### config.mk
export PLATFORM = sky130hd
export DESIGN_NAME = eip_cmd_queue
export DESIGN_NICKNAME = d
export VERILOG_FILES = /design/src/hw/rtl/eip_pkg.sv /design/src/hw/rtl/eip_cmd_queue.sv
export SDC_FILE = /design/constraint.sdc
export NUM_CORES = 1
export LEC_CHECK = 0
export BUFFER_PORTS_ARGS = -buffer_cell sky130_fd_sc_hd__buf_2
export CAP_MARGIN = 20
export CORE_MARGIN = 3
export CORE_UTILIZATION = 40
export DETAILED_ROUTE_END_ITERATION = 7
export PLACE_DENSITY = 0.62
export SETUP_SLACK_MARGIN = 0.4
export SLEW_MARGIN = 5
export SYNTH_ARGS = -nofsm -noshare
export SYNTH_HDL_FRONTEND = slang
export SYNTH_SLANG_ARGS = --single-unit
### constraint.sdc
create_clock -name clk -period 6.4 [get_ports clk]
set_input_delay 0.96 -clock clk [delete_from_list [all_inputs] [get_ports clk]]
set_output_delay 0.96 -clock clk [all_outputs]
set_load 0.01 [all_outputs]
### src/hw/rtl/eip_pkg.sv
`default_nettype none
// ----------------------------------------------------------------------------
// eip_pkg: shared types and constants of the entity id pool
// Field widths, operation and status codes, and the command word passed from
// the decoding front end to the execution back end.
// ----------------------------------------------------------------------------
package eip_pkg;

    // Field widths of the request and response words
    localparam int FUNC_W     = 2;
    localparam int ENTITY_W   = 8;
    localparam int COMP_W     = 6;
    localparam int SET_W      = 64;
    localparam int STATUS_W   = 2;

    // Mask storage is built from 32-bit words
    localparam int WORD_BITS  = 32;

    // Widest entity index the parameter range allows (4096 entities)
    localparam int ID_MAX_W   = 12;

    // Defaults for the top-level parameters
    localparam int DEF_ENTITIES   = 256;
    localparam int DEF_MASK_WORDS = 2;

    // Depth of the command queue between front and back
    localparam int Q_DEPTH    = 2;

    typedef enum logic [FUNC_W-1:0] {
        FUNC_ALLOC   = 2'd0,
        FUNC_RELEASE = 2'd1,
        FUNC_SETCLR  = 2'd2,
        FUNC_QUERY   = 2'd3
    } func_t;

    typedef enum logic [STATUS_W-1:0] {
        STAT_OK    = 2'd0,
        STAT_EMPTY = 2'd1,
        STAT_FULL  = 2'd2
    } status_t;

    // Decoded command: arg is the OR mask on allocate, the one-hot bit on
    // set/clear and the required set on query
    typedef struct packed {
        func_t               op;
        logic                ent_ok;
        logic [ID_MAX_W-1:0] ent;
        logic                turn_on;
        logic                arg_ok;
        logic [SET_W-1:0]    arg;
    } cmd_t;

    typedef struct packed {
        logic valid;
        cmd_t cmd;
    } cmd_link_t;

endpackage
`default_nettype wire

### src/hw/rtl/eip_cmd_queue.sv
`default_nettype none
// ----------------------------------------------------------------------------
// eip_cmd_queue: decoupling queue
// Short FIFO of decoded commands between the front end and the back end.
// ----------------------------------------------------------------------------
module eip_cmd_queue import eip_pkg::*; (
    input  logic      clk,
    input  logic      rst_n,
    input  cmd_link_t push,
    output logic      push_ready,
    output cmd_link_t head,
    input  logic      pop
);

    localparam int PTR_W = $clog2(Q_DEPTH);
    localparam int CNT_W = $clog2(Q_DEPTH + 1);

    cmd_t             slot_reg [Q_DEPTH];
    logic [PTR_W-1:0] wr_ptr_reg, wr_ptr_next;
    logic [PTR_W-1:0] rd_ptr_reg, rd_ptr_next;
    logic [CNT_W-1:0] count_reg,  count_next;
    logic             do_push;
    logic             do_pop;

    assign push_ready = (count_reg != CNT_W'(Q_DEPTH));
    assign do_push    = push.valid && push_ready;
    assign do_pop     = pop && (count_reg != '0);

    // Advance pointers and occupancy
    always_comb
    begin
        wr_ptr_next = do_push ? PTR_W'(wr_ptr_reg + 1'b1) : wr_ptr_reg;
        rd_ptr_next = do_pop  ? PTR_W'(rd_ptr_reg + 1'b1) : rd_ptr_reg;
        count_next  = count_reg;
        if (do_push && !do_pop)
        begin
            count_next = CNT_W'(count_reg + 1'b1);
        end
        else if (do_pop && !do_push)
        begin
            count_next = CNT_W'(count_reg - 1'b1);
        end
    end

    always_ff @(posedge clk or negedge rst_n)
    begin
        if (!rst_n)
        begin
            wr_ptr_reg <= '0;
            rd_ptr_reg <= '0;
            count_reg  <= '0;
        end
        else
        begin
            wr_ptr_reg <= wr_ptr_next;
            rd_ptr_reg <= rd_ptr_next;
            count_reg  <= count_next;
        end
    end

    // Store the incoming word
    always_ff @(posedge clk)
    begin
        if (do_push)
        begin
            slot_reg[wr_ptr_reg] <= push.cmd;
        end
    end

    assign head.valid = (count_reg != '0);
    assign head.cmd   = slot_reg[rd_ptr_reg];

endmodule
`default_nettype wire

# Word level (Yosys, flattened, before mapping)
# Memories as Yosys holds them, arrays and structs flattened.
# Cells that the tools add are included.
[word_totals]
register_bits = 4
ram_bits = 162
in_bits = 85
out_inout_bits = 83
elab_cells = 21
n_memories = 1
[memory_table]
columns = ["name", "depth", "word_bits", "read_ports", "rd_ports_with_merged_regs", "write_ports", "line", "source"]
rows = [
  ["slot_reg", 2, 81, 1, 0, 1, "eip_cmd_queue.sv:18", "cmd_t slot_reg [Q_DEPTH];"],
]
[op_classes]
n_addsub = 4
n_eq_ne = 1
n_mux = 4
reduce_logical = 8
[ops]
columns = ["op", "n"]
rows = [
  ["logical AND 1 bit", 4],
  ["2-to-1 mux 2 bit", 2],
  ["nonzero test 2 bit", 2],
  ["adder 1 bit, second input constant", 2],
  ["adder 2 x 1 -> 2 bit, second input constant", 1],
  ["zero test 1 bit", 2],
  ["2-to-1 mux 1 bit", 2],
  ["inequality test 2 bit, second input constant", 1],
  ["subtractor 2 x 1 -> 2 bit, second input constant", 1],
]

# Logic depth before layout (Yosys ltp)
# Gate-level depths: netlist of the first run.
[depth]
depth_word = 6
mapped_depth = 7
ltp_nobuf = 7

# Worst setup path before layout of the first run
# No wires, ideal clock.
[synth_path]
kind = "in2reg"
startpoint = "in push[81] (netlist name)"
endpoint = "mem slot_reg[0][0] (netlist name) (enable)"
setup_time_ns = 0.521
t_arrival_ns = 4.429
slack_ns = 1.450
cell_stages = 2
n_path_buf = 0
path_cell_list = "nand2_1 nor2_1"
[synth_between]
elab_chain_cells = 3
[synth_rtl]
columns = ["item", "line", "source"]
rows = [
  ["start: declaration", "eip_cmd_queue.sv:9", "input cmd_link_t push,"],
  ["logical AND 1 bit", "eip_cmd_queue.sv:26", "assign do_push = push.valid && push_ready;"],
  ["2-to-1 mux 1 bit", "eip_cmd_queue.sv:64", "if (do_push)"],
  ["2-to-1 mux 1 bit (implied by the code)", "eip_cmd_queue.sv:66", "slot_reg[wr_ptr_reg] <= push.cmd;"],
  ["end: declaration", "eip_cmd_queue.sv:18", ""],
]
# Every way passes these cells.

==> results of run 1 <==
## worst max-delay path: stages (launching register included)
cell and delay, ps:
dfrtp_4 1120, buf_4 580, mux2_4 350, buf_2 140
## how the worst max path moves through the flow
stage,from,endpoint,depth (start not counted)
detailed placement,rd_ptr_reg,head[18],3
floorplan,push[81],slot_reg[0][0],2
global placement,rd_ptr_reg,head[18],3
finish,rd_ptr_reg,head[52],3
CTS,rd_ptr_reg,head[18],3
global route,rd_ptr_reg,head[54],3
## report_power, final
group	internal, mW	switching (mW)
logic	0.595	0.488
clock network	0.530	0.395
registers	1.49	0.159
## cell usage in the layout (no fill, tap or decap), drive strengths merged, types with 2 or more instances in the layout
cell and count:
mux2 81, inv 2, xor2 2, xnor2 3, buf 170, clkinv 12, nor2 2, nand2 2
dfrtp 4, edfxtp 162, clkbuf 18
## area by class of cell
class | instances | area [um^2] | share of cell area
Sequential cell | 166 | 4970 | 0.625
Timing Repair Buffer | 170 | 858 | 0.108
Multi-Input combinational cell | 94 | 1310 | 0.165
Clock buffer | 18 | 429 | 0.0540
Clock inverter | 14 | 110 | 0.0139
Inverter | 1 | 3.75 | 0.000472
Tap cell | 211 | 264 | 0.0332
## cell families (layout without fill, tap and decap cells)
group / count (synthesis) / count (layout)
XOR/XNOR: 5 / 5
flip-flops: 166 / 166
AND/OR/NAND/NOR: 7 / 7
adder cells (fa/ha/maj): 1 / 1
multiplexers: 81 / 81
buffers and inverters: 10 / 203
## routing by layer
metal | vias up | global-route usage | part of all wire
met5 | - | 0 | 0.0012
met4 | 2 | 0.0572 | 0.017
met3 | 18 | 0.0494 | 0.081
met2 | 104 | 0.216 | 0.51
met1 | 1468 | 0.146 | 0.39
li1 | 1427 | - | -
==> flow_summary_export.csv, run 1 <==
group,metric,value,unit
timing,drv_slew,0,
route,drt_wl_total,10900,um
timing,final.min_clock_period,3590,ps
route,drt_drc_violations_left,0,
timing,finClkSkew,6.61,ps
clocking,cts_sinks,166,
clocking,cts_tree,"done",
place,placed_area,0.00741,mm^2
timing,post-route-period-util,0.561,
critical_path,r2r_start,"count_reg[0]",
place,dp_hpwl,7000,um
synth,syn_nets,356,
synth,async_reset_ff_frac,0.0241,
timing,setup_viol,0,
synth,synth_edf_count,162,
clocking,cts-resized-gates,0,
global_routing,grt_pass1_wl,17300,um
global_routing,grt_pass1_vias,3313,
synth,synth_xor_area_frac,0.00680,
synth,yosysUniqueCellTypes,15,
floorplanning,ioPinCount,168,
cells_and_area,final_util,0.513,
cells_and_area,layout.nets,536,
timing,setup_slack,2810,ps
clocking,cts_made_buffers,17,
synth,synth.most_common_cell,"edfxtp_1",
cells_and_area,syn2layout_area_growth,23.4,%
global_routing,grt_max_degree,64,
cells_and_area,drive_gt1_frac,0.609,
synth,syn_avg_cell_area,23.8,um^2
global_routing,antenna_found_initial,1,
power,ir_drop,0.214,mV
synth,synth-seq-area-share,0.771,
cells_and_area,n_antenna_cell,0,
critical_path,rrSetupSlack,3950,ps
place,post-place-cells,642,
min_path,hold_path.class,"primary input to async pin",
global_routing,overflow,0,
critical_path,timing.rr.end,"slot_reg[0][18]",
route,routed_via_density,4.48,
timing,fmax,0.279,GHz
timing,hold_violations,0,
critical_path,critPathMaxFanout,57,
global_routing,track_usage,0.129,
cells_and_area,largest_reg_flops,162,
clocking,cts_htree_levels,4,
synth,synth-simple-area-share,0.00525,
critical_path,crit_path_start_kind,"flop",
floorplanning,initial_core_util,0.416,
place,post-place-ws,3180,ps
power,totalPowerFinal,3.66,mW
floorplanning,coreArea,0.0155,mm^2
clocking,clk_latency,410,ps
power,cellLeakagePower,3.20,nW
critical_path,r2r_cells,4,
timing,slew_headroom,0.295,
timing,rsz0062_at_grt,"no",
clocking,clkTransAtPathRegs,60,ps
critical_path,worstPathRequired,5440,ps
synth,synth_top_area_frac,0.756,
synth,ys_top_cells_by_area,"edfxtp_1 (76%), mux2_4 (18%), buf_12 (2.5%), dfrtp_1 (1.6%), xnor2_1 (0.41%)",
synth,yosys_warnings,0,
clocking,post-cts-setup-buffers,0,
synth,synth_area,0.00644,mm^2
synth,syn_inst,270,
status,status,"completed",
route,vias,3019,
floorplanning,die_h,133,um
clocking,cts_hold_buf,0,
timing,timing.hold.ws,349,ps
route,drt-initial-drc-count,202,
run,max_cap_violations,0,
floorplanning,num_rows,45,
floorplanning,die_area,0.0177,mm^2
clocking,clock-root-buffer,"clkbuf_16",
synth,synth_top_flop_cell,"edfxtp_1",
power,p_per_area,460,mW/mm^2
timing,tightest_slew,1060,ps
critical_path,worst-setup-path-type,"flop to output port",
synth,synth_compound_area_frac,0,
cells_and_area,final_cells,674,
critical_path,cp-end-kind,"output port",
cells_and_area,nFillCells,1310,
synth,synth-seq-cells,166,
synth,synth_fa_ha_area_frac,0.00194,
cells_and_area,finish.instance_area,0.00795,mm^2
synth,yosys-top-cells-count,"edfxtp_1 (162), mux2_4 (79), buf_12 (8), dfrtp_1 (4), xnor2_1 (3)",
synth,muxShareOfSynthArea,0.188,
floorplanning,dieWidth,133,um
route,wl_per_cell,16.2,um
timing,finalSetupTns,0,ps
critical_path,cp_data_arrival_time,2630,ps
synth,post-synth-top-area-cell,"edfxtp_1",
place,io_buffers,167,
route,drt_pass1_iterations,4,
clocking,cts_buffer_depth,2,
synth,synth_top_family_by_area,"multiplexers",
place,place_congestion,0.694,
route,antenna_violating_nets_post_route,0,
No activity file was read; power rests on OpenSTA's default activity.
==> run 2: changes to the inputs <==
--- a/config.mk
+++ b/config.mk
@@ -10,7 +10,7 @@
 export CORE_MARGIN = 3
 export CORE_UTILIZATION = 40
 export DETAILED_ROUTE_END_ITERATION = 7
-export PLACE_DENSITY = 0.62
+export PLACE_DENSITY = 0.65
 export SETUP_SLACK_MARGIN = 0.4
 export SLEW_MARGIN = 5
 export SYNTH_ARGS = -nofsm -noshare
==> constraint.sdc (replaced) <==
create_clock -name clk -period 3.09 [get_ports clk]
set_input_delay 0.4635 -clock clk [delete_from_list [all_inputs] [get_ports clk]]
set_output_delay 0.4635 -clock clk [all_outputs]
set_load 0.01 [all_outputs]
==> run 2 against run 1 <==
Non-clock buffer count grew 2. Sequential share of layout area shrank 0.76 points. Via count about the same. Cell area increased by 1.2%. Count of clock-buffer cells in the layout rose by 6. Register-to-register slack got worse by 2700 ps. Routed wire length fell by 0.51%. Clock power increased by 120%.
==> flow_summary_export.csv, run 2 (synthesis gave the netlist of run 1 again) <==
group,metric,value,unit
cells_and_area,nFillCells,1273,
route,antenna_violating_nets_post_route,0,
global_routing,track_usage,0.127,
global_routing,grt_pass1_wl,17200,um
cells_and_area,mostFrequentLayoutCells,"buf_2 (167), edfxtp_1 (162), mux2_4 (79)",
timing,setup_slack,574,ps
timing,post-route-period-util,0.814,
timing,tightest_slew,590,ps
timing,drv_slew,0,
critical_path,worst-setup-path-type,"flop to output port",
cells_and_area,drive_gt1_frac,0.609,
clocking,cts_sinks,166,
cells_and_area,final_util,0.519,
route,vias,3020,
timing,finClkSkew,6.81,ps
cells_and_area,finish.instance_area,0.00804,mm^2
cells_and_area,mostFrequentLayoutCell,"buf_2",
critical_path,critPathMaxFanout,23,
timing,finalSetupTns,0,ps
critical_path,path_cells,"buf_4 -> mux2_2 -> buf_2",
clocking,clock-root-buffer,"clkbuf_16",
min_path,hold_path.class,"primary input to flop",
floorplanning,initial_core_util,0.416,
critical_path,cp_data_arrival_time,2050,ps
power,ir_drop,0.391,mV
timing,fmax,0.398,GHz
clocking,cts_hold_buf,1,
timing,slew_headroom,0.607,
cells_and_area,n_antenna_cell,0,
place,post-place-ws,994,ps
route,drt_drc_violations_left,0,
floorplanning,num_rows,45,
global_routing,antenna_found_initial,0,
route,wl_per_cell,16.1,um
timing,hold_violations,0,
status,status,"completed",
floorplanning,ioPinCount,168,
clocking,cts_htree_levels,4,
global_routing,grt_pass1_vias,3347,
global_routing,grt_max_degree,82,
critical_path,cp_slowest_stage_delay,640,ps
cells_and_area,layout.nets,538,
timing,rsz0062_at_grt,"no",
critical_path,crit_path_start_kind,"flop",
place,place_congestion,0.735,
clocking,cts_made_buffers,17,
cells_and_area,seqCellArea,0.00497,mm^2
cells_and_area,multi_input_area,0.00131,mm^2
floorplanning,coreArea,0.0155,mm^2
place,post-place-cells,643,
clocking,cts-resized-gates,0,
route,drt_wl_total,10900,um
clocking,clk_latency,410,ps
clocking,cts_tree,"done",
power,p_per_area,962,mW/mm^2
timing,setup_viol,0,
cells_and_area,syn2layout_area_growth,24.9,%
critical_path,crit_slowest_cell,"dfrtp_4",
cells_and_area,final_cells,676,
floorplanning,dieWidth,133,um
critical_path,cp-end-kind,"output port",
clocking,cts_buffer_depth,2,
run,max_cap_violations,0,
cells_and_area,largest_reg_flops,162,
route,drt_pass1_iterations,4,
route,drt-initial-drc-count,169,
place,io_buffers,167,
clocking,clkTransAtPathRegs,60,ps
critical_path,worstPathRequired,2630,ps
power,cellLeakagePower,3.23,nW
power,totalPowerFinal,7.74,mW
floorplanning,die_area,0.0177,mm^2
place,dp_hpwl,7050,um
timing,timing.hold.ws,244,ps
place,placed_area,0.00745,mm^2
timing,final.min_clock_period,2520,ps
clocking,post-cts-setup-buffers,0,
global_routing,overflow,0,
route,routed_via_density,4.47,
floorplanning,die_h,133,um
[run 2: changes by cell type in the layout (fill, tap and decap cells not counted), sizes merged]
cell         delta
clkbuf          +6
clkinvlp        +1
dlygate4sd3     +1
inv             -1
clkinv          -7
buf             +1
bufinv          +1
[run 2: critical path: cells and delay by family, from the launching register on]
family	cells	cell delay [ps]
DFF	1	640
buffers and inverters	2	580
muxes	1	400
[run 2: final timing paths]
kind                              start              end  slack [ps]  cells after the start
setup / recovery             rd_ptr_reg         head[60]         570                      3
hold / removal                 push[75]  slot_reg[1][75]         240                      1
setup reg to reg           count_reg[0]  slot_reg[1][78]        1240                      3
hold reg to reg            count_reg[1]     count_reg[1]         490                      1
max in group asynchronous         rst_n       rd_ptr_reg        2540                      2
min in group asynchronous         rst_n       rd_ptr_reg         420                      2
[run 2: per-layer routing]
metal	up-vias	track usage	routed length, um
met1	1469	0.142	4420
li1	1429	-	-
met5	-	0	0
met4	0	0.0404	138
met2	110	0.213	5430
met3	12	0.0620	904
[run 2: final cells by class]
cell class                      count  share of cell area
Sequential cell                   166               0.618
Clock inverter                      8              0.0124
Clock buffer                       24              0.0599
Tap cell                          211              0.0328
Timing Repair Buffer              172               0.114
Multi-Input combinational cell     94               0.163
Inverter                            1            0.000467
[run 2: power breakdown]
group          total [mW]  internal, mW  switching, mW
registers            3.28          3.08          0.194
clock network        2.05          1.25          0.794
logic                2.41          1.26           1.15
total                7.74          5.60           2.14
