## src/hw/rtl/eip_pkg.sv

```systemverilog
`default_nettype none
// ----------------------------------------------------------------------------
// eip_pkg: shared types and constants of the entity id pool
// Field widths, operation and status codes, and the command word passed from
// the decoding front end to the execution back end.
// ----------------------------------------------------------------------------
package eip_pkg;

    // Field widths of the request and response words
    localparam int FUNC_W     = 2;
    localparam int ENTITY_W   = 8;
    localparam int COMP_W     = 6;
    localparam int SET_W      = 64;
    localparam int STATUS_W   = 2;

    // Mask storage is built from 32-bit words
    localparam int WORD_BITS  = 32;

    // Widest entity index the parameter range allows (4096 entities)
    localparam int ID_MAX_W   = 12;

    // Defaults for the top-level parameters
    localparam int DEF_ENTITIES   = 256;
    localparam int DEF_MASK_WORDS = 2;

    // Depth of the command queue between front and back
    localparam int Q_DEPTH    = 2;

    typedef enum logic [FUNC_W-1:0] {
        FUNC_ALLOC   = 2'd0,
        FUNC_RELEASE = 2'd1,
        FUNC_SETCLR  = 2'd2,
        FUNC_QUERY   = 2'd3
    } func_t;

    typedef enum logic [STATUS_W-1:0] {
        STAT_OK    = 2'd0,
        STAT_EMPTY = 2'd1,
        STAT_FULL  = 2'd2
    } status_t;

    // Decoded command: arg is the OR mask on allocate, the one-hot bit on
    // set/clear and the required set on query
    typedef struct packed {
        func_t               op;
        logic                ent_ok;
        logic [ID_MAX_W-1:0] ent;
        logic                turn_on;
        logic                arg_ok;
        logic [SET_W-1:0]    arg;
    } cmd_t;

    typedef struct packed {
        logic valid;
        cmd_t cmd;
    } cmd_link_t;

endpackage
`default_nettype wire

```

## src/hw/rtl/eip_cmd_if.sv

```systemverilog
`default_nettype none
// ----------------------------------------------------------------------------
// eip_cmd_if: request channel of the entity id pool
// Valid/ready handshake carrying one operation word.
// ----------------------------------------------------------------------------
interface eip_cmd_if import eip_pkg::*; ();

    logic                valid;
    logic                ready;
    logic [FUNC_W-1:0]   func;
    logic [ENTITY_W-1:0] entity;
    logic [COMP_W-1:0]   component;
    logic                turn_on;
    logic [SET_W-1:0]    component_set;

    modport source (
        output valid, func, entity, component, turn_on, component_set,
        input  ready
    );

    modport sink (
        input  valid, func, entity, component, turn_on, component_set,
        output ready
    );

endinterface
`default_nettype wire

```

## src/hw/rtl/eip_front.sv

```systemverilog
`default_nettype none
// ----------------------------------------------------------------------------
// eip_front: request decoder
// Accepts request words, range-checks entity and component, and builds the
// operand mask for the back end.
// ----------------------------------------------------------------------------
module eip_front import eip_pkg::*; #(
    parameter int ENTITIES   = DEF_ENTITIES,
    parameter int MASK_WORDS = DEF_MASK_WORDS
) (
    eip_cmd_if.sink    req,
    input  logic       clearing,
    input  logic       push_ready,
    output cmd_link_t  push
);

    localparam int MW    = WORD_BITS * MASK_WORDS;
    localparam int BIT_W = $clog2(MW);
    localparam logic [SET_W-1:0] VALID_MASK = SET_W'({MW{1'b1}});

    func_t            op;
    logic             ent_ok;
    logic             comp_ok;
    logic             set_ok;
    logic [SET_W-1:0] comp_bit;

    // Classify the word and check its ranges
    always_comb
    begin
        op       = func_t'(req.func);
        ent_ok   = ({{(32-ENTITY_W){1'b0}}, req.entity} < 32'(ENTITIES));
        comp_ok  = ({1'b0, req.component} < (COMP_W+1)'(MW));
        set_ok   = ((req.component_set & ~VALID_MASK) == '0);
        comp_bit = SET_W'(64'h1) << req.component[BIT_W-1:0];

        // Hold off requests during the post-reset sweep
        push.valid       = req.valid && !clearing;
        push.cmd.op      = op;
        push.cmd.ent_ok  = ent_ok;
        push.cmd.ent     = ID_MAX_W'(req.entity);
        push.cmd.turn_on = req.turn_on;

        unique case (op)
            FUNC_ALLOC:
            begin
                push.cmd.arg_ok = 1'b1;
                push.cmd.arg    = req.component_set & VALID_MASK;
            end
            FUNC_RELEASE:
            begin
                push.cmd.arg_ok = 1'b1;
                push.cmd.arg    = '0;
            end
            FUNC_SETCLR:
            begin
                push.cmd.arg_ok = comp_ok;
                push.cmd.arg    = comp_bit;
            end
            default:
            begin
                push.cmd.arg_ok = set_ok;
                push.cmd.arg    = req.component_set;
            end
        endcase
    end

    assign req.ready = push_ready && !clearing;

endmodule
`default_nettype wire

```

## src/flat_wrapper.sv

```systemverilog
// flat-port wrapper written by rule: the top's interface ports become plain ports
module eip_front_flat import eip_pkg::*;
#(
    parameter int ENTITIES   = DEF_ENTITIES,
    parameter int MASK_WORDS = DEF_MASK_WORDS
)
  (clearing, push_ready, push, req_valid, req_func, req_entity, req_component, req_turn_on, req_component_set, req_ready);
  eip_cmd_if req_i ();
  input  logic clearing;
  input  logic push_ready;
  output cmd_link_t push;
  input wire logic [$bits(req_i.valid)-1:0] req_valid;
  input wire logic [$bits(req_i.func)-1:0] req_func;
  input wire logic [$bits(req_i.entity)-1:0] req_entity;
  input wire logic [$bits(req_i.component)-1:0] req_component;
  input wire logic [$bits(req_i.turn_on)-1:0] req_turn_on;
  input wire logic [$bits(req_i.component_set)-1:0] req_component_set;
  output wire logic [$bits(req_i.ready)-1:0] req_ready;
  assign req_i.valid = req_valid;
  assign req_i.func = req_func;
  assign req_i.entity = req_entity;
  assign req_i.component = req_component;
  assign req_i.turn_on = req_turn_on;
  assign req_i.component_set = req_component_set;
  assign req_ready = req_i.ready;
  eip_front #(.ENTITIES(ENTITIES), .MASK_WORDS(MASK_WORDS)) u_core (.req(req_i), .clearing(clearing), .push_ready(push_ready), .push(push));
endmodule
```

## config.mk

```make
export PLATFORM = sky130hd
export DESIGN_NAME = eip_front_flat
export DESIGN_NICKNAME = d
export VERILOG_FILES = /design/src/hw/rtl/eip_pkg.sv /design/src/hw/rtl/eip_cmd_if.sv /design/src/hw/rtl/eip_front.sv /design/src/flat_wrapper.sv
export SDC_FILE = /design/constraint.sdc
export NUM_CORES = 1
export LEC_CHECK = 0
export ABC_CLOCK_PERIOD_IN_PS = 3200
export BUFFER_PORTS_ARGS = -buffer_cell sky130_fd_sc_hd__buf_2
export CAP_MARGIN = 20
export CORE_MARGIN = 5
export CORE_UTILIZATION = 34
export DETAILED_ROUTE_END_ITERATION = 16
export GPL_TIMING_DRIVEN = 1
export PLACE_DENSITY = 0.95
export SYNTH_ARGS = -nofsm -noshare
export SYNTH_HDL_FRONTEND = slang
export SYNTH_SLANG_ARGS = --single-unit
```

## constraint.sdc

```tcl
create_clock -name vclk -period 3.2
set_input_delay 0.48 -clock vclk [all_inputs]
set_output_delay 0.48 -clock vclk [all_outputs]
set_load 0.05 [all_outputs]
```

== Word level (Yosys, flattened, before mapping) ==
Cells that the tools add are included.

* Register bits after elaboration: 0
* Latch bits: 0
* Memory bits (writable): 0
* ROM bits: 0
* Input port bits: 84
* Output and inout port bits: 83
* Logic and storage cells: 7
* Memories: 0

* $add $sub $neg: 0
* Multipliers: 0
* Div/mod/pow operators: 0
* Order comparisons: 0
* Equality and inequality tests: 2
* Shift-type cells: 1
* Multiplexer cells: 1
* Bitwise logic cells: 0
* Reductions and logical operators: 3

{| class="wikitable"
|+ Operators by type and width
! cell !! number
|-
| $pmux 64 s2 || 1
|-
| $shl 1x6->64 const A || 1
|-
| $eq 2x1->1 const B || 1
|-
| $eq 2x2->1 const B || 1
|-
| $logic_and 1x1->1 || 2
|-
| $logic_not 1->1 || 1
|}

== Longest topological paths before layout ==
Gate-level depths: netlist of run 1.

* Word-level depth: 2
* Gate-level depth with buffers: 7
* Depth with buffers taken out: 4

== Worst setup path before layout of run 1 ==
Ideal clock, no wire load.

* Kind: input to output
* Start point: input port req_func[0]
* End point: output port push[55] (netlist name)
* Arrival time: 2.490 ns
* Required time: 2.720 ns
* Slack: 0.230 ns
* Stages on the path: 6
* Buffers on the path: 2
* Cells stage by stage: inv_1 -> ha_1 -> buf_2 -> buf_2 -> nand4b_1 -> o21ai_0

{| class="wikitable"
|+ RTL lines
! item !! RTL line !! text
|-
| start: declaration || flat_wrapper.sv:13 || <nowiki>input wire logic [$bits(req_i.func)-1:0] req_func;</nowiki>
|-
| end: declaration || flat_wrapper.sv:11 || <nowiki>output cmd_link_t push;</nowiki>
|}

==> results of run 1 <==
cell usage after synthesis (all sizes together):
cell type	instances
a22o	48
buf	31
nand2	16
o21ai	16
and4bb	8
nor4b	6
clkbuf	4
nand4b	4
and4b	3
conb	2
nand4bb	2
nor2b	2
nor4bb	2
ha	1
inv	1
nand4	1
nor4	1
or4b	1
layer usage:
metal / vias up / wire (µm) / global-route usage
li1: 809 / - / -
met1: 819 / 1940 / 0.217
met2: 87 / 2650 / 0.346
met3: 6 / 407 / 0.0178
met4: 0 / 28 / 0.0223
met5: - / 0 / 0
worst max path at each step:
stage / startpoint / to / slack (ps) / cells past startpoint
after floorplan: req_func[0] / push[55] / 230 / 6
after global placement: req_func[0] / push[17] / 530 / 7
after detailed placement: req_func[0] / push[17] / 470 / 7
after CTS: req_func[0] / push[17] / 480 / 7
after global routing: req_func[0] / push[17] / 310 / 7
final: req_func[0] / push[17] / 480 / 7
through the flow:
stage / cells / cell area, µm² / hold WS (ps)
5_1_grt: 311 / 1770 / 960
3_5_place_dp: 311 / 1770 / 960
4_1_cts: 311 / 1770 / 960
6_report: 311 / 1770 / 960
2_1_floorplan: 153 / 1180 / 1130
3_3_place_gp: 311 / 1770 / 960
final cells by class:
type                       count  area (µm²)
fill                         313        1570
multi-input combinational    117         958
timing repair buffer         147         746
tap                           46        57.6
inverter                       1        3.75
worst max-delay path: stages:
cell and delay (ps):
sky130_fd_sc_hd__buf_2 80, sky130_fd_sc_hd__inv_1 40, sky130_fd_sc_hd__ha_2 460, sky130_fd_sc_hd__buf_4 280
sky130_fd_sc_hd__nor4b_2 430, sky130_fd_sc_hd__a22o_1 210, sky130_fd_sc_hd__buf_2 260
cells by family (layout without fill, tap and decap cells):
group	count (synthesis)	in the layout	share of synthesized area
buffers and inverters	36	148	0.192
adder cells (fa/ha/maj)	1	1	0.0107
AO/OA/AOI/OAI	64	64	0.430
AND/OR/NAND/NOR	46	46	0.361
other	2	6	0.00645
where the power goes:
part | internal, mW | total, mW | switching (mW) | leakage [nW]
logic | 0.140 | 0.510 | 0.370 | 0.975
registers | 0 | 0 | 0 | 0
clock network | 0 | 0 | 0 | 0
==> summary.md, run 1 <==
Combined area of all synthesized cells: 1160 µm². The run finished with clean final reports. The library cell used most frequently in the layout, excluding fill and tap cells, is sky130_fd_sc_hd__buf_2. The chip height came out at 68.5 µm. The routed wirelength normalized by instance count was 16.2 µm; the total global routing overflow was 0. The end-of-flow core utilization was 0.529; the width of the chip was 68.5 µm. Clock buffers in the final layout number 0.

The count of distinct cell types in the synthesized netlist was 24; the signed area change from the synthesized netlist to the final layout was 51.6%. Area of the die: 4700 µm². Setup violations remaining at the end of the flow were counted as 0. The final count of hold timing violations came out at 0. The run gives 352 as the number of nets in the finished design.

The first global-routing pass estimated 6740 µm of wire. STA classifies the critical path startpoint as a primary input. Sequential cells placed in the final layout were counted as 0. The initial antenna violation count was 0; the average footprint of a synthesized cell was 7.82 µm².

Port buffering added 143 buffers. Synthesis handed over a netlist of 149 instances. The tools report the hold path startpoint as req_entity[0].

Critical path endpoint category: an output pin. In the routed layout, each cell is associated on average with a via count of 5.53. For hold timing, the worst endpoint is push[66].

The sequential share of the synthesized area is 0, and the total detailed-routing wirelength is 5030 µm. Summed over all nets, the half-perimeter wirelength after detailed placement is 4040 µm. Post-detailed-route DRC marker count: 0. Derived from the worst setup path, the maximum achievable clock frequency is 0.368 GHz.

The max-slew violation count is 0, and the boundary pin count is 167. The worst hold path passes through 0 cells. Before CTS, the worst setup slack after placement is 473 ps.

For this design, the CTS-stage hold fixing added 0 buffers. At the pin with the least slew margin, the transition time is 535 ps. The pin count of the biggest net entering global routing is 33, and the yosys synthesis warning count is 0. Power spread over the standard cell area amounts to 289 nW/µm².

The worst endpoint required time is 2720 ps, and the power consumption is 0.510 mW. The worst relative slew slack came out at 0.642. IR analysis of the VDD net gives a maximum drop of 134 µV. In this run the core area contains 21 standard-cell rows. The core region is 3340 µm². Summed over all cells, the static leakage comes to 0.975 nW. The number of global-route vias before repair was 1438. The count of nets left with antenna violations once routing finished came out at 0. In this run the worst hold path is classified as in -> out.

The count of instances resized after the clock tree is built came out at 0. The top cell type's share of synthesized area works out to 0.361. Layout cell share with drive strength beyond 1: 0.604. Share of the cycle needed by the critical path after routing: 0.850. By area the synthesized netlist is led by sky130_fd_sc_hd__a22o_1 (36%), sky130_fd_sc_hd__buf_4 (11%), sky130_fd_sc_hd__nor4b_2 (6.4%), sky130_fd_sc_hd__buf_2 (5.6%), sky130_fd_sc_hd__o21ai_0 (5.2%). In the final layout, flip-flops and latches occupy 0 µm². The run gives 0.349 as the effective utilization at floorplan.

Once the clock tree was built, the setup fixing pass inserted 0 buffers. Routability-driven placement finished with a final weighted congestion of 0.729. After routing, the total negative slack on setup checks comes to 0 ps. For the worst setup path, the data arrival time is 2240 ps. The routed design could run at a clock period as short as 2720 ps. The setup path with the least slack is of type in -> out. The library cells used most frequently in the layout, excluding fill and tap cells, are sky130_fd_sc_hd__buf_2 (143), sky130_fd_sc_hd__a22o_1 (48), sky130_fd_sc_hd__nand2_1 (16).

The length of the first detailed-routing pass in iterations was 4. Setup repair after global routing left no endpoint under its margin. Of all nets on the critical path, the largest fanout is 28.

The final worst-path setup slack is 480 ps. After the first detailed-routing iteration, the DRC count stood at 44. The tool flagged a number of max-cap violations equal to 0. The run gives 1721 as the detailed-route via count. The leading area contributor after synthesis was sky130_fd_sc_hd__a22o_1. For the global router's overall resource usage, the log shows 0.180. 0 antenna diodes ended up in the layout.
Power figures use the tool's default switching activity.
==> run 2, diff against run 1 <==
--- a/config.mk
+++ b/config.mk
@@ -5,14 +5,14 @@
 export SDC_FILE = /design/constraint.sdc
 export NUM_CORES = 1
 export LEC_CHECK = 0
-export ABC_CLOCK_PERIOD_IN_PS = 3200
+export ABC_CLOCK_PERIOD_IN_PS = 2310
 export BUFFER_PORTS_ARGS = -buffer_cell sky130_fd_sc_hd__buf_2
 export CAP_MARGIN = 20
 export CORE_MARGIN = 5
-export CORE_UTILIZATION = 34
+export CORE_UTILIZATION = 29
 export DETAILED_ROUTE_END_ITERATION = 16
 export GPL_TIMING_DRIVEN = 1
-export PLACE_DENSITY = 0.95
+export PLACE_DENSITY = 0.92
 export SYNTH_ARGS = -nofsm -noshare
 export SYNTH_HDL_FRONTEND = slang
 export SYNTH_SLANG_ARGS = --single-unit
==> constraint.sdc (replaced) <==
create_clock -name vclk -period 2.31
set_input_delay 0.3465 -clock vclk [all_inputs]
set_output_delay 0.3465 -clock vclk [all_outputs]
set_load 0.05 [all_outputs]
==> run 2 against run 1 <==
Net effect:
- utilization is 6.8 points lower
- hold slack worse by 270 ps
- power is 41% higher
- largest power group unchanged
- highest routed layer unchanged
==> summary.md, run 2 (synthesized netlist as in run 1, its figures left out) <==
In the final routed layout, each cell accounts on average for 16.5 µm. Type of the worst setup path: in -> out. The run gives 400 as the count of fill cells added during filler insertion. Worst relative slew slack: 0.618. The die covers 5380 µm². The routed layout has 1686 vias. The highest fanout seen on the critical path is 12. In the final layout, the multi-input gates occupy 985 µm². STA puts the critical path data required time at 1960 ps.

Static timing analysis puts the maximum clock frequency at 0.455 GHz. After layout, the clock buffer instance count stands at 0. The total detailed-routing wirelength came out at 5260 µm. For the length of the first detailed-routing pass in iterations, the log shows 4. After detailed routing, the number of remaining DRC violations is 0.

The first global-routing pass estimated 7960 µm of wire. The layout cell share with drive strength beyond 1 was 0.634; the share of the cycle needed by the critical path after routing was 0.951. The run finished with clean final reports.

The power consumption came out at 0.718 mW. The total global routing overflow was 0. The global router's overall resource usage came out at 0.175. The tools report the initial antenna violation count as 0.

The chip height was 73.4 µm. The placed wire-length estimate is 4290 µm, and the power per cell area is 395 nW/µm². In this design, the largest share of critical-path delay is due to buffers and inverters. Total of hold buffers inserted after clock tree synthesis: 0. The clock period minus final worst setup slack was 2200 ps. The final count of hold timing violations is 0. The boundary pin count is 167.

The number of flip-flops and latches is 0, and the initial DRC count is 53. The max-slew violation count was 0. Input and output buffers added on the ports amount to 143.

The largest single stage delay on the critical path is 460 ps. The effective utilization at floorplan was 0.295; the core footprint was 3940 µm². The run gives 318 as the cell count after placement. For the area of placed instances, the log shows 1820 µm². Across the run, the number of max-cap violations was 0. The critical path goes through buf_2 -> inv_1 -> ha_2 -> buf_4 -> and4bb_2 -> a22o_1 -> buf_2. The count of nets left with antenna violations once routing finished came out at 0. The transition at the pin with the smallest max-transition slack works out to 571 ps.

The routability congestion estimate is 0.802. The count of inserted antenna diode cells is 0. Leaving out fill and tap cells, the most frequent cell in the layout is sky130_fd_sc_hd__buf_2. Relative to the synthesized area, the layout overhead comes to 56.2%. In the final layout, flip-flops and latches occupy 0 µm². The via count normalized by instance count was 5.30. The tools report the row count as 23. For the post-layout instance count excluding filler cells, the log shows 318.

Across the VDD grid, the largest voltage drop is 192 µV. Leaving out fill and tap cells, the most frequent cells in the layout are sky130_fd_sc_hd__buf_2 (143), sky130_fd_sc_hd__a22o_1 (48), sky130_fd_sc_hd__nand2_1 (16). The buffers inserted during post-CTS setup optimization came out at 0. Adding up every negative setup slack in the final design gives 0 ps. The width of the chip is 73.4 µm.

The tools report the nature of the critical path startpoint as a primary input. The class of the worst hold path was in -> out. The logs give 0 for the number of failing setup endpoints in the final timing report and 1.00 nW for the static leakage.

At the worst endpoint, the arrival time is 1850 ps. The number of global-route vias before repair was 1587. Setup repair after global routing left no endpoint under its margin.

The number of nets in the finished design was 355; the pin count of the biggest net entering global routing was 39. The most used cell along the critical path is sky130_fd_sc_hd__buf_2. The number of gates resized after CTS was 0.

Together, buffers and inverters on the worst path number 4. On the critical path, the stage with the largest delay is an instance of sky130_fd_sc_hd__ha_2. The critical path endpoint category was an output pin. After routing the design area is 1820 µm².
run 2: cell types whose count changed in the layout (fill, tap and decap cells not counted):
cell and delta:
sky130_fd_sc_hd__buf_4 +3, sky130_fd_sc_hd__o21ai_2 +7, sky130_fd_sc_hd__o21ai_1 -3, sky130_fd_sc_hd__o21ai_0 -4
run 2: worst paths after layout:
path | start | slack, ps | depth (start not counted) | to
hold / removal | req_entity[3] | 690 | 0 | push[69]
setup / recovery | req_func[0] | 110 | 7 | push[19]
run 2: layout make-up:
class	count	share of cell area
well taps	50	0.0344
inverters	1	0.00206
repair buffers	150	0.422
multi-input cells	117	0.541
run 2: through the flow:
stage | utilization | hold slack, ps | worst slack [ps]
final | 0.461 | 693 | 113
after global routing | 0.461 | 693 | 20.1
after CTS | 0.461 | 693 | 114
after detailed placement | 0.461 | 693 | 117
after global placement | 0.461 | 693 | 131
after floorplan | - | 860 | -253
run 2: per-layer routing:
| layer | global-route usage | wire, µm |
|---|---|---|
| met1 | 0.246 | 2180 |
| met2 | 0.314 | 2760 |
| met3 | 0.00410 | 308 |
| met4 | 0.00402 | 6 |
| met5 | 0 | 0 |
run 2: where the power goes:
part | internal (mW) | switching, mW | total (mW) | leakage (nW)
Combinational | 0.200 | 0.518 | 0.718 | 1.00
Clock | 0 | 0 | 0 | 0
Sequential | 0 | 0 | 0 | 0
